===== config.mk =====
export PLATFORM = sky130hd
export DESIGN_NAME = poly_derivative_eval
export DESIGN_NICKNAME = d
export VERILOG_FILES = /design/src/hdl/pde_pkg.sv /design/src/hdl/pde_seq.sv /design/src/hdl/pde_dpath.sv /design/src/hdl/poly_derivative_eval.sv
export SDC_FILE = /design/constraint.sdc
export NUM_CORES = 2
export LEC_CHECK = 0
export BUFFER_PORTS_ARGS = -buffer_cell sky130_fd_sc_hd__buf_2
export CORE_ASPECT_RATIO = 0.5
export CORE_UTILIZATION = 35
export CTS_CLUSTER_SIZE = 20
export DETAILED_ROUTE_END_ITERATION = 8
export GPL_ROUTABILITY_DRIVEN = 0
export PLACE_DENSITY = 0.51
export SYNTH_ARGS = -nofsm -noshare
export SYNTH_HDL_FRONTEND = slang
export SYNTH_SLANG_ARGS = --single-unit

===== constraint.sdc =====
create_clock -name clk_i -period 8.6 [get_ports clk_i]
set_input_delay 1.72 -clock clk_i [delete_from_list [all_inputs] [get_ports clk_i]]
set_output_delay 1.72 -clock clk_i [all_outputs]
set_load 0.1 [all_outputs]

===== src/hdl/pde_pkg.sv =====
// Shared types, constants and microcode program for the polynomial derivative evaluator.
package pde_pkg;

  // Request opcodes.
  localparam logic OP_LOAD = 1'b0;
  localparam logic OP_EVAL = 1'b1;

  // Step addresses of the microcode program.
  localparam logic [2:0] STEP_IDLE = 3'd0;
  localparam logic [2:0] STEP_READ = 3'd1;
  localparam logic [2:0] STEP_MUL1 = 3'd2;
  localparam logic [2:0] STEP_MUL2 = 3'd3;
  localparam logic [2:0] STEP_ACC  = 3'd4;
  localparam logic [2:0] STEP_DONE = 3'd5;

  localparam int UCODE_DEPTH = 8;

  // Accumulator width: terms stay below 2^44, so 50 bits leave ample margin.
  localparam int ACC_W = 50;
  localparam logic signed [ACC_W-1:0] OUT_MAX = 50'sh0_7FFF_FFFF_FFFF;
  localparam logic signed [ACC_W-1:0] OUT_MIN = -50'sh0_8000_0000_0000;

  localparam logic [15:0] TAU_ONE = 16'h8000;
  localparam int          FF_W    = 13;

  typedef enum logic [2:0] {
    COND_NEXT,
    COND_JUMP,
    COND_WAIT_IN,
    COND_EMPTY,
    COND_MORE,
    COND_WAIT_OUT
  } pde_cond_e;

  typedef struct packed {
    logic      init;
    logic      rd_coef;
    logic      mul1;
    logic      mul2;
    logic      acc;
    logic      out_load;
    pde_cond_e cond;
    logic [2:0] target;
  } pde_ctl_t;

  typedef struct packed {
    logic start;
    logic empty;
    logic more;
    logic out_busy;
  } pde_stat_t;

  // Falling factorial n(n-1)...(n-r+1), indexed [n][r].
  localparam logic [FF_W-1:0] FALL_TBL [8][8] = '{
    '{13'd1, 13'd0, 13'd0,  13'd0,   13'd0,   13'd0,    13'd0,    13'd0},
    '{13'd1, 13'd1, 13'd0,  13'd0,   13'd0,   13'd0,    13'd0,    13'd0},
    '{13'd1, 13'd2, 13'd2,  13'd0,   13'd0,   13'd0,    13'd0,    13'd0},
    '{13'd1, 13'd3, 13'd6,  13'd6,   13'd0,   13'd0,    13'd0,    13'd0},
    '{13'd1, 13'd4, 13'd12, 13'd24,  13'd24,  13'd0,    13'd0,    13'd0},
    '{13'd1, 13'd5, 13'd20, 13'd60,  13'd120, 13'd120,  13'd0,    13'd0},
    '{13'd1, 13'd6, 13'd30, 13'd120, 13'd360, 13'd720,  13'd720,  13'd0},
    '{13'd1, 13'd7, 13'd42, 13'd210, 13'd840, 13'd2520, 13'd5040, 13'd5040}
  };

  // Microcode program, one control word per step.
  localparam pde_ctl_t UCODE [UCODE_DEPTH] = '{
    // IDLE: take requests; an evaluate request starts the program
    '{init: 1'b1, rd_coef: 1'b0, mul1: 1'b0, mul2: 1'b0, acc: 1'b0, out_load: 1'b0,
      cond: COND_WAIT_IN, target: STEP_IDLE},
    // READ: fetch coefficient; skip to DONE when the order exceeds the degree
    '{init: 1'b0, rd_coef: 1'b1, mul1: 1'b0, mul2: 1'b0, acc: 1'b0, out_load: 1'b0,
      cond: COND_EMPTY, target: STEP_DONE},
    // MUL1: |c| * tau^k, advance tau power
    '{init: 1'b0, rd_coef: 1'b0, mul1: 1'b1, mul2: 1'b0, acc: 1'b0, out_load: 1'b0,
      cond: COND_NEXT, target: STEP_IDLE},
    // MUL2: round, times falling factorial
    '{init: 1'b0, rd_coef: 1'b0, mul1: 1'b0, mul2: 1'b1, acc: 1'b0, out_load: 1'b0,
      cond: COND_NEXT, target: STEP_IDLE},
    // ACC: add signed term, loop while terms remain
    '{init: 1'b0, rd_coef: 1'b0, mul1: 1'b0, mul2: 1'b0, acc: 1'b1, out_load: 1'b0,
      cond: COND_MORE, target: STEP_READ},
    // DONE: load output register once it is free
    '{init: 1'b0, rd_coef: 1'b0, mul1: 1'b0, mul2: 1'b0, acc: 1'b0, out_load: 1'b1,
      cond: COND_WAIT_OUT, target: STEP_IDLE},
    // unused
    '{init: 1'b0, rd_coef: 1'b0, mul1: 1'b0, mul2: 1'b0, acc: 1'b0, out_load: 1'b0,
      cond: COND_JUMP, target: STEP_IDLE},
    '{init: 1'b0, rd_coef: 1'b0, mul1: 1'b0, mul2: 1'b0, acc: 1'b0, out_load: 1'b0,
      cond: COND_JUMP, target: STEP_IDLE}
  };

endpackage


===== src/hdl/pde_seq.sv =====
// Microcode sequencer: step counter, program ROM and conditional jumps.
module pde_seq (
  input  logic                clk_i,
  input  logic                rst_ni,
  input  pde_pkg::pde_stat_t  stat_i,
  output pde_pkg::pde_ctl_t   ctl_o
);
  import pde_pkg::*;

  logic [2:0] pc_q, pc_d;
  pde_ctl_t   ctl;

  assign ctl   = UCODE[pc_q];
  assign ctl_o = ctl;

  always_comb begin
    pc_d = pc_q;
    case (ctl.cond)
      COND_NEXT:     pc_d = pc_q + 3'd1;
      COND_JUMP:     pc_d = ctl.target;
      COND_WAIT_IN:  pc_d = stat_i.start ? pc_q + 3'd1 : pc_q;
      COND_EMPTY:    pc_d = stat_i.empty ? ctl.target : pc_q + 3'd1;
      COND_MORE:     pc_d = stat_i.more ? ctl.target : pc_q + 3'd1;
      COND_WAIT_OUT: pc_d = stat_i.out_busy ? pc_q : ctl.target;
      default:       pc_d = STEP_IDLE;
    endcase
  end

  always_ff @(posedge clk_i or negedge rst_ni) begin
    if (!rst_ni) begin
      pc_q <= STEP_IDLE;
    end else begin
      pc_q <= pc_d;
    end
  end

  a_start_to_read: assert property (@(posedge clk_i) disable iff (!rst_ni)
    stat_i.start |=> pc_q == STEP_READ)
    else $error("evaluate start did not enter READ");

  a_pc_range: assert property (@(posedge clk_i) disable iff (!rst_ni)
    pc_q <= STEP_DONE)
    else $error("step counter outside program");

  a_done_holds: assert property (@(posedge clk_i) disable iff (!rst_ni)
    (pc_q == STEP_DONE && stat_i.out_busy) |=> pc_q == STEP_DONE)
    else $error("DONE left while output register busy");

endmodule


===== src/hdl/pde_dpath.sv =====
// Datapath: coefficient table, tau power, two multipliers and accumulator.
module pde_dpath #(
  parameter int MAX_DEGREE = 7
) (
  input  logic                         clk_i,
  input  logic                         rst_ni,
  input  pde_pkg::pde_ctl_t            ctl_i,
  input  logic                         accept_i,
  input  logic                         op_i,
  input  logic [2:0]                   coeff_index_i,
  input  logic signed [31:0]           coeff_value_i,
  input  logic [2:0]                   deriv_order_i,
  input  logic [15:0]                  tau_i,
  input  logic [2:0]                   degree_i,
  output logic                         empty_o,
  output logic                         more_o,
  output logic signed [pde_pkg::ACC_W-1:0] acc_o
);
  import pde_pkg::*;

  localparam int DEPTH = MAX_DEGREE + 1;
  localparam int IDX_W = $clog2(DEPTH);

  logic [31:0] coef_q [DEPTH];

  logic [2:0]  r_q, deg_q, n_q, slot;
  logic [15:0] t_q, p_q;
  logic        neg_q;
  logic [31:0] mag_q, coef_rd;
  logic [47:0] prod1_q, rnd1;
  logic [44:0] prod2_q;
  logic [31:0] pt, m;
  logic signed [ACC_W-1:0] acc_q, term;
  logic [2:0]  deg_lim;

  assign deg_lim = (32'(degree_i) > MAX_DEGREE) ? 3'(MAX_DEGREE) : degree_i;
  assign slot    = deg_q - n_q;
  assign coef_rd = coef_q[IDX_W'(slot)];
  assign pt      = 32'(p_q) * 32'(t_q) + 32'd16384;
  assign rnd1    = prod1_q + 48'd16384;
  assign m       = rnd1[46:15];
  assign term    = neg_q ? -$signed(ACC_W'(prod2_q)) : $signed(ACC_W'(prod2_q));

  assign empty_o = r_q > deg_q;
  assign more_o  = n_q != deg_q;
  assign acc_o   = acc_q;

  // coefficient table, undefined until written
  always_ff @(posedge clk_i) begin
    if (accept_i && (op_i == OP_LOAD) && (32'(coeff_index_i) <= MAX_DEGREE)) begin
      coef_q[IDX_W'(coeff_index_i)] <= coeff_value_i;
    end
  end

  always_ff @(posedge clk_i) begin
    if (ctl_i.rd_coef) begin
      neg_q <= coef_rd[31];
      mag_q <= coef_rd[31] ? (32'd0 - coef_rd) : coef_rd;
    end
    if (ctl_i.mul1) begin
      prod1_q <= 48'(mag_q) * 48'(p_q);
    end
    if (ctl_i.mul2) begin
      prod2_q <= 45'(m) * 45'(FALL_TBL[n_q][r_q]);
    end
  end

  always_ff @(posedge clk_i or negedge rst_ni) begin
    if (!rst_ni) begin
      r_q   <= '0;
      deg_q <= '0;
      n_q   <= '0;
      t_q   <= '0;
      p_q   <= TAU_ONE;
      acc_q <= '0;
    end else if (ctl_i.init) begin
      if (accept_i && (op_i == OP_EVAL)) begin
        r_q   <= deriv_order_i;
        n_q   <= deriv_order_i;
        deg_q <= deg_lim;
        t_q   <= (tau_i > TAU_ONE) ? TAU_ONE : tau_i;
        p_q   <= TAU_ONE;
        acc_q <= '0;
      end
    end else begin
      if (ctl_i.mul1) begin
        p_q <= pt[30:15];
      end
      if (ctl_i.acc) begin
        acc_q <= acc_q + term;
        if (more_o) begin
          n_q <= n_q + 3'd1;
        end
      end
    end
  end

  a_acc_bound: assert property (@(posedge clk_i) disable iff (!rst_ni)
    (acc_q[ACC_W-1:45] == '0) || (acc_q[ACC_W-1:45] == '1))
    else $error("accumulator beyond term bound");

endmodule


===== src/hdl/poly_derivative_eval.sv =====
// Top level of the polynomial derivative evaluator: ports, degree register, output register.
//
// Evaluates the r-th derivative of a polynomial of up to degree 7 held as
// signed Q16.16 coefficients, highest power first (slot i multiplies
// tau^(degree-i)). A load request (op 0) writes one slot and produces no
// result; loads to a slot above MAX_DEGREE are dropped. An evaluate request
// (op 1) produces one result: value in signed Q32.16, saturated to 48 bits
// with overflow set when clamped. tau is unsigned Q1.15 and is clamped to
// 1.0. An evaluate request runs the microcode loop READ, MUL1, MUL2, ACC
// once per contributing term (degree - r + 1 terms, or none when r exceeds
// the degree, in which case READ skips to DONE), then DONE loads the result
// register; DONE stretches while an earlier result still waits to be taken,
// and the block returns to IDLE before the next request is taken. The loop
// runs one magnitude-times-power multiplier and one times-factorial
// multiplier. A new request is accepted as soon as the previous result sits
// in the output register, even if that result has not yet been taken. The
// degree register resets to 7 and must be written only while the block is
// idle. Reading a slot that was never loaded gives an undefined result.
module poly_derivative_eval #(
  parameter int MAX_DEGREE = 7
) (
  input  logic               clk_i,
  input  logic               rst_ni,
  input  logic               cfg_we_i,
  input  logic [2:0]         cfg_wdata_i,
  input  logic               in_valid_i,
  output logic               in_ready_o,
  input  logic               op_i,
  input  logic [2:0]         coeff_index_i,
  input  logic signed [31:0] coeff_value_i,
  input  logic [2:0]         deriv_order_i,
  input  logic [15:0]        tau_i,
  output logic               out_valid_o,
  input  logic               out_ready_i,
  output logic signed [47:0] value_o,
  output logic               overflow_o
);
  import pde_pkg::*;

  pde_ctl_t  ctl;
  pde_stat_t stat;

  logic [2:0]  degree_q;
  logic        accept;
  logic        empty, more;
  logic signed [ACC_W-1:0] acc;

  // output register
  logic               out_valid_q;
  logic signed [47:0] value_q;
  logic               overflow_q;
  logic               out_load_en;
  logic signed [47:0] sat_value;
  logic               sat_flag;

  // Requests are taken only in the IDLE step.
  assign in_ready_o = ctl.init;
  assign accept     = in_valid_i && in_ready_o;

  assign stat.start    = accept && (op_i == OP_EVAL);
  assign stat.empty    = empty;
  assign stat.more     = more;
  assign stat.out_busy = out_valid_q && !out_ready_i;

  pde_seq u_seq (
    .clk_i  (clk_i),
    .rst_ni (rst_ni),
    .stat_i (stat),
    .ctl_o  (ctl)
  );

  pde_dpath #(
    .MAX_DEGREE (MAX_DEGREE)
  ) u_dpath (
    .clk_i         (clk_i),
    .rst_ni        (rst_ni),
    .ctl_i         (ctl),
    .accept_i      (accept),
    .op_i          (op_i),
    .coeff_index_i (coeff_index_i),
    .coeff_value_i (coeff_value_i),
    .deriv_order_i (deriv_order_i),
    .tau_i         (tau_i),
    .degree_i      (degree_q),
    .empty_o       (empty),
    .more_o        (more),
    .acc_o         (acc)
  );

  // Degree register.
  always_ff @(posedge clk_i or negedge rst_ni) begin
    if (!rst_ni) begin
      degree_q <= 3'd7;
    end else if (cfg_we_i) begin
      degree_q <= cfg_wdata_i;
    end
  end

  // Saturate the accumulator to Q32.16.
  always_comb begin
    sat_flag  = 1'b0;
    sat_value = acc[47:0];
    if (acc > OUT_MAX) begin
      sat_flag  = 1'b1;
      sat_value = OUT_MAX[47:0];
    end else if (acc < OUT_MIN) begin
      sat_flag  = 1'b1;
      sat_value = OUT_MIN[47:0];
    end
  end

  // DONE loads the result once the previous one has left.
  assign out_load_en = ctl.out_load && !stat.out_busy;

  always_ff @(posedge clk_i or negedge rst_ni) begin
    if (!rst_ni) begin
      out_valid_q <= 1'b0;
    end else if (out_load_en) begin
      out_valid_q <= 1'b1;
    end else if (out_ready_i) begin
      out_valid_q <= 1'b0;
    end
  end

  always_ff @(posedge clk_i) begin
    if (out_load_en) begin
      value_q    <= sat_value;
      overflow_q <= sat_flag;
    end
  end

  assign out_valid_o = out_valid_q;
  assign value_o     = value_q;
  assign overflow_o  = overflow_q;

  a_ovf_value: assert property (@(posedge clk_i) disable iff (!rst_ni)
    (out_valid_o && overflow_o) |-> (value_o == OUT_MAX[47:0] || value_o == OUT_MIN[47:0]))
    else $error("overflow flagged with unsaturated value");

  a_no_load_idle: assert property (@(posedge clk_i) disable iff (!rst_ni)
    accept |-> !out_load_en)
    else $error("result loaded while taking a request");

endmodule


# Word-level counts from Yosys, hierarchy flattened
# Memories as Yosys holds them, arrays and structs flattened.
# Index checks and enable logic that the tools add are counted.
[word_totals]
ff_bits = 272
latchBits = 0
mem_bits_rw = 256
rom_bits = 928
input_bits = 63
out_inout_bits = 51
word_cells = 98
n_memories = 3
[classes]
add_sub_neg = 8
multipliers = 3
div_mod_pow = 0
magnitude_cmp = 7
n_eq_ne = 9
shift = 0
n_mux = 31
n_bitwise = 4
reduce_logical = 17
[memory_table]
columns = ["memory", "words", "width", "rd", "rd_ports_with_merged_regs", "write_ports", "line", "text"]
rows = [
  ["(name not given)", 8, 104, 1, 0, 0, "pde_dpath.sv:64", "prod2_q <= 45'(m) * 45'(FALL_TBL[n_q][r_q]);"],
  ["u_dpath.coef_q", 8, 32, 1, 0, 1, "pde_dpath.sv:24", "logic [31:0] coef_q [DEPTH];"],
  ["(name not given)", 8, 12, 1, 0, 0, "pde_seq.sv:13", "assign ctl = UCODE[pc_q];"],
]
[ops]
columns = ["op", "n"]
rows = [
  ["two-way mux 104 bit", 2],
  ["two-way mux 50 bit", 4],
  ["two-way mux 16 bit", 4],
  ["adder 50 bit", 1],
  ["greater-than comparator 50 x 48 -> 1 bit, second input constant", 1],
  ["less-than comparator 50 x 48 -> 1 bit, second input constant", 1],
  ["negator 45 -> 50 bit", 1],
  ["two-way mux 48 bit", 1],
  ["adder 47 x 15 -> 47 bit, second input constant", 1],
  ["multiplier 32 x 16 -> 47 bit", 1],
  ["multiplier 32 x 13 -> 45 bit", 1],
  ["binary-select mux 13 bit (select 3 bit)", 1],
  ["subtractor 1 x 32 -> 32 bit, first input constant", 1],
  ["adder 31 x 15 -> 31 bit, second input constant", 1],
  ["multiplier 16 x 16 -> 31 bit", 1],
  ["two-way mux 31 bit", 1],
  ["two-way mux 13 bit", 2],
  ["two-way mux 12 bit", 2],
  ["two-way mux 3 bit", 8],
  ["one-hot mux 3 bit (6 select lines)", 1],
  ["greater-than comparator 16 bit, second input constant", 1],
  [">= comparator 4 bit, second input constant", 3],
  ["NOT 3 -> 4 bit", 3],
  ["AND reduction 2 bit", 4],
  ["other kinds (16)", 32],
]

# Logic depth before layout (Yosys ltp)
[depth]
depth_word = 8
ltp_mapped = 29
mapped_depth_nobuf = 28

# Modules after synthesis
# From an unflattened synthesis, not the netlist that was laid out.
[unflattened]
hier_cells = 6071
hier_area_um2 = 60585.6
[modules_own_cells]
columns = ["module", "instances", "cells_each", "area_per_inst_um2", "seq_area_each_um2"]
rows = [
  ["pde_dpath", 1, 5793, 57503.9, 13299.0],
  ["poly_derivative_eval", 1, 234, 2731.4, 1575.3],
  ["pde_seq", 1, 44, 350.3, 75.1],
]

# Least setup slack after synthesis
# Ideal clock, no wire load.
[synth_timing]
path_type = "reg-to-reg"
startpoint = "register u_dpath.n_q[1]"
endpoint = "register u_dpath.prod2_q[43] (data pin)"
setup_ps = 258
arrival_time_ps = 6900
required_ps = 8342
slack_ps = 1442
path_stages_with_launch = 28
n_path_buf = 2
period_less_slack_ps = 7158
path_cell_list = "dfrtp_1 -> ha_1 -> ha_1 -> and2_0 -> a311o_1 -> and3_1 -> clkbuf_1 -> clkbuf_1 -> nand2_1 -> fa_1 -> inv_1 -> fa_1 -> fa_1 -> fa_1 -> inv_1 -> fa_1 -> inv_1 -> ha_1 -> a211oi_1 -> a21boi_0 -> or4_1 -> o211a_1 -> a21oi_1 -> a221oi_1 -> a21oi_1 -> a311o_1 -> a21oi_1 -> xnor2_1"
[synth_via]
elab_chain_len = 8
[synth_rtl]
columns = ["item", "line", "text"]
rows = [
  ["start, declared", "pde_dpath.sv:26", "logic [2:0] r_q, deg_q, n_q, slot;"],
  ["start signal, assigned", "pde_dpath.sv:79", "n_q <= deriv_order_i;"],
  ["start signal, assigned", "pde_dpath.sv:92", "n_q <= n_q + 3'd1;"],
  ["NOT 3 -> 4 bit (not written as such)", "pde_dpath.sv:64", ""],
  ["memory (8 x 104 bit)", "n/a", ""],
  ["two-way mux 104 bit (not written as such) (2 in series)", "pde_dpath.sv:64", ""],
  ["binary-select mux 13 bit (select 3 bit)", "pde_dpath.sv:64", ""],
  ["two-way mux 13 bit (not written as such) (2 in series)", "pde_dpath.sv:64", ""],
  ["multiplier 32 x 13 -> 45 bit", "pde_dpath.sv:64", ""],
  ["end signal, assigned", "pde_dpath.sv:64", ""],
  ["end, declared", "pde_dpath.sv:31", "logic [44:0] prod2_q;"],
]
# Every way passes these cells. The select of a mux whose other input is x is not followed.
# A chain may end at the register's enable or synchronous reset.

# Worst setup path after layout
[layout_timing]
startpoint = "register u_dpath.n_q[1]"
endpoint = "register u_dpath.prod2_q[42] (data pin)"
# The elaborated chain is that of the path after synthesis.

==> metrics.txt <==
#FFs+latches synth 514; total clock buffers created by CTS 50; CTS clk-pin slew, worst paths 0.07 ns; synth warn 0; clk_lat worst skew 0.66 ns; # nets final 7,451; share of the yosys chip area belonging to registers 25.01%; Cells after Synth 6,029; Crit. Startpoint u_dpath.n_q[1]; Setup TNS Final 0 ns; DR DRC count 22; share of the synthesized area in the top cell type 30.45%; routed vias 40,630; initial core utilization 35.51%; DR top layer met5; Syn Area/Cell 9.913 um^2; total core area 0.1683 mm^2; routed len/inst 18.56 um; hold_buf cts 0; die span in x 586.4 um; Mapped Area 0.05977 mm^2; Crit Path Max Fanout 20; Post-synth ARST share 19.07%; critical path arrival 8.35 ns; Tmin final 7.959 ns; Cell Rows 106; I/O pin total 114; failing checks DRC; Routed Antenna Nets 0; Req. time, crit path 8.99 ns; max-cap violations 0; Hold Fails Final Rpt 0; total congestion overflow 0; vias in the first global route 42,130; EDFF count, synth 416; post-CTS sizing 0; total track usage 18.35%; fill count 16,890; Area growth syn-to-layout 8.872%; largest net degree at the start of global routing 70; TritonRoute pass-1 iters 8; initial antenna violation count 12; top cells by area, synth fa_1 30%, edfxtp_1 21%, ha_1 8.6%; hold path startpoint u_dpath.t_q[13]; syn nets 7,410; CTS tree built; area occupied by multi-input gates 0.03969 mm^2; final setup fails 0; DRT iter0 DRCs 2,308; most common cell in the netlist inv_1; CTS root buffer clkbuf_16; unrepaired setup endpoints after global routing no; Least-Margin Pin Slew 1.167 ns; status complete, but fails checks; Die Span Y 294.2 um; met2 wire length 68.85 mm; R2R Path Start u_dpath.n_q[1]; Die Area 0.1725 mm^2; count of buffers from port buffering 113; ys flop type edfxtp_1; dpl hpwl 120.6 mm; worst relative slew slack 22.19%; share of cells above drive strength 1 7.287%; Total Wirelength 155.5 mm; CP startpoint kind flop; FMAX 0.1257 GHz; H-Tree Level Count 2; met3 WL 8.141 mm; Post-synth top cells 1,146 x inv_1, 976 x nand2_1, 909 x fa_1; crit end category flop; Clock Path Buffers 3; Register Area 0.01495 mm^2; clk sinks 514; Post-CTS Setup Bufs 0; first-pass GRT wire length 245.8 mm; critical setup path kind reg -> reg; Synth area leader fa_1; post-synthesis cell type count 78; hold crit path type reg -> reg; Vias/cell 4.850; Layout Skew 0.03935 ns; Tcrit/Tclk final 92.54%; max-slew violations 0; WL met1 76.71 mm
## layout make-up
class / instances / share of cell area [%]
timing repair buffer: 247 / 2.515
multi-input combinational: 4110 / 60.99
sequential: 514 / 22.98
inverter: 1147 / 6.617
clock inverter: 24 / 0.3942
tap: 2268 / 4.361
clock buffer: 65 / 2.140
antenna: 2 / 0.007691
## metal layers
metal,vias up,GRT usage [%]
li1,19130,-
met1,20520,27.22
met2,833,29.03
met3,126,2.703
met4,14,2.223
met5,-,0
## cells by family after synthesis
family                   share of synthesized area, %
multiplexers                                    3.056
AND/OR/NAND/NOR                                 13.81
XOR/XNOR                                        3.865
flip-flops                                      25.01
AO/OA/AOI/OAI                                   6.408
adder cells (fa/ha/maj)                         39.01
buffers and inverters                           8.836
## cells in the final DEF (no fill, tap or decap), drive strengths merged, types with 160 or more instances in the layout
cell type,n
buf,247
and2,261
edfxtp,416
inv,1151
o21ai,160
nor2,273
nand2,977
fa,909
xnor2,173
ha,409
## path summary, 6_finish.rpt
path                            cells past startpoint  slack, ns                   to
worst max-delay path                               26       0.64  u_dpath.prod2_q[42]
worst min-delay path                                1       0.51      u_dpath.t_q[13]
worst max register to register                     26       0.64  u_dpath.prod2_q[42]
worst min register to register                      1       0.51      u_dpath.t_q[13]
max in group asynchronous                           2       6.17      u_dpath.p_q[11]
min in group asynchronous                           1       1.11    u_dpath.acc_o[39]
## worst max-delay path, cell delays in order (launching register included)
cell and delay, ns:
dfrtp_1 0.58, inv_1 0.17, ha_1 0.21, inv_1 0.05, a21oi_1 0.05, o21ai_0 0.29, nand2_1 0.60, buf_4 0.37
nor2_1 0.12, fa_1 0.42, inv_1 0.08, fa_1 0.41, inv_1 0.09, fa_1 0.46, fa_1 0.58, fa_1 0.43
ha_1 0.40, nand4_1 0.16, nor3_1 0.41, and2_1 0.19, o211ai_1 0.12, nand2_1 0.17, a41o_1 0.25, a21boi_0 0.16
a211o_1 0.37, o41ai_1 0.44, xor2_1 0.11
## metrics by stage
stage               cell area [um^2]  hold slack, ns  worst slack, ns  utilization (%)  instances
global placement               63410          0.4957           0.6065            37.68       8286
CTS                            65060          0.5144           0.4938            38.66       8375
finish                         65070          0.5131           0.6414            38.66       8377
detailed placement             63410          0.4942           0.5077            37.68       8286
global route                   65060          0.5373          0.08907            38.66       8375
floorplan                      59770          0.4770            1.442                -       6029
## flip-flops by register name (all words and copies together), names as in the netlist
register and flops:
degree_q 3, out_valid_o 1, overflow_o 1, u_dpath.acc_o 50, u_dpath.coef_q 256, u_dpath.deg_q 3, u_dpath.mag_q 32, u_dpath.n_q 3
u_dpath.neg_q 1, u_dpath.p_q 16, u_dpath.prod1_q 33, u_dpath.prod2_q 45, u_dpath.r_q 3, u_dpath.t_q 16, u_seq.pc_q 3, value_o 48
Power is left out: the tool's default activity adds up to more than one toggle a clock period on the data nets, which glitch-free logic cannot reach.
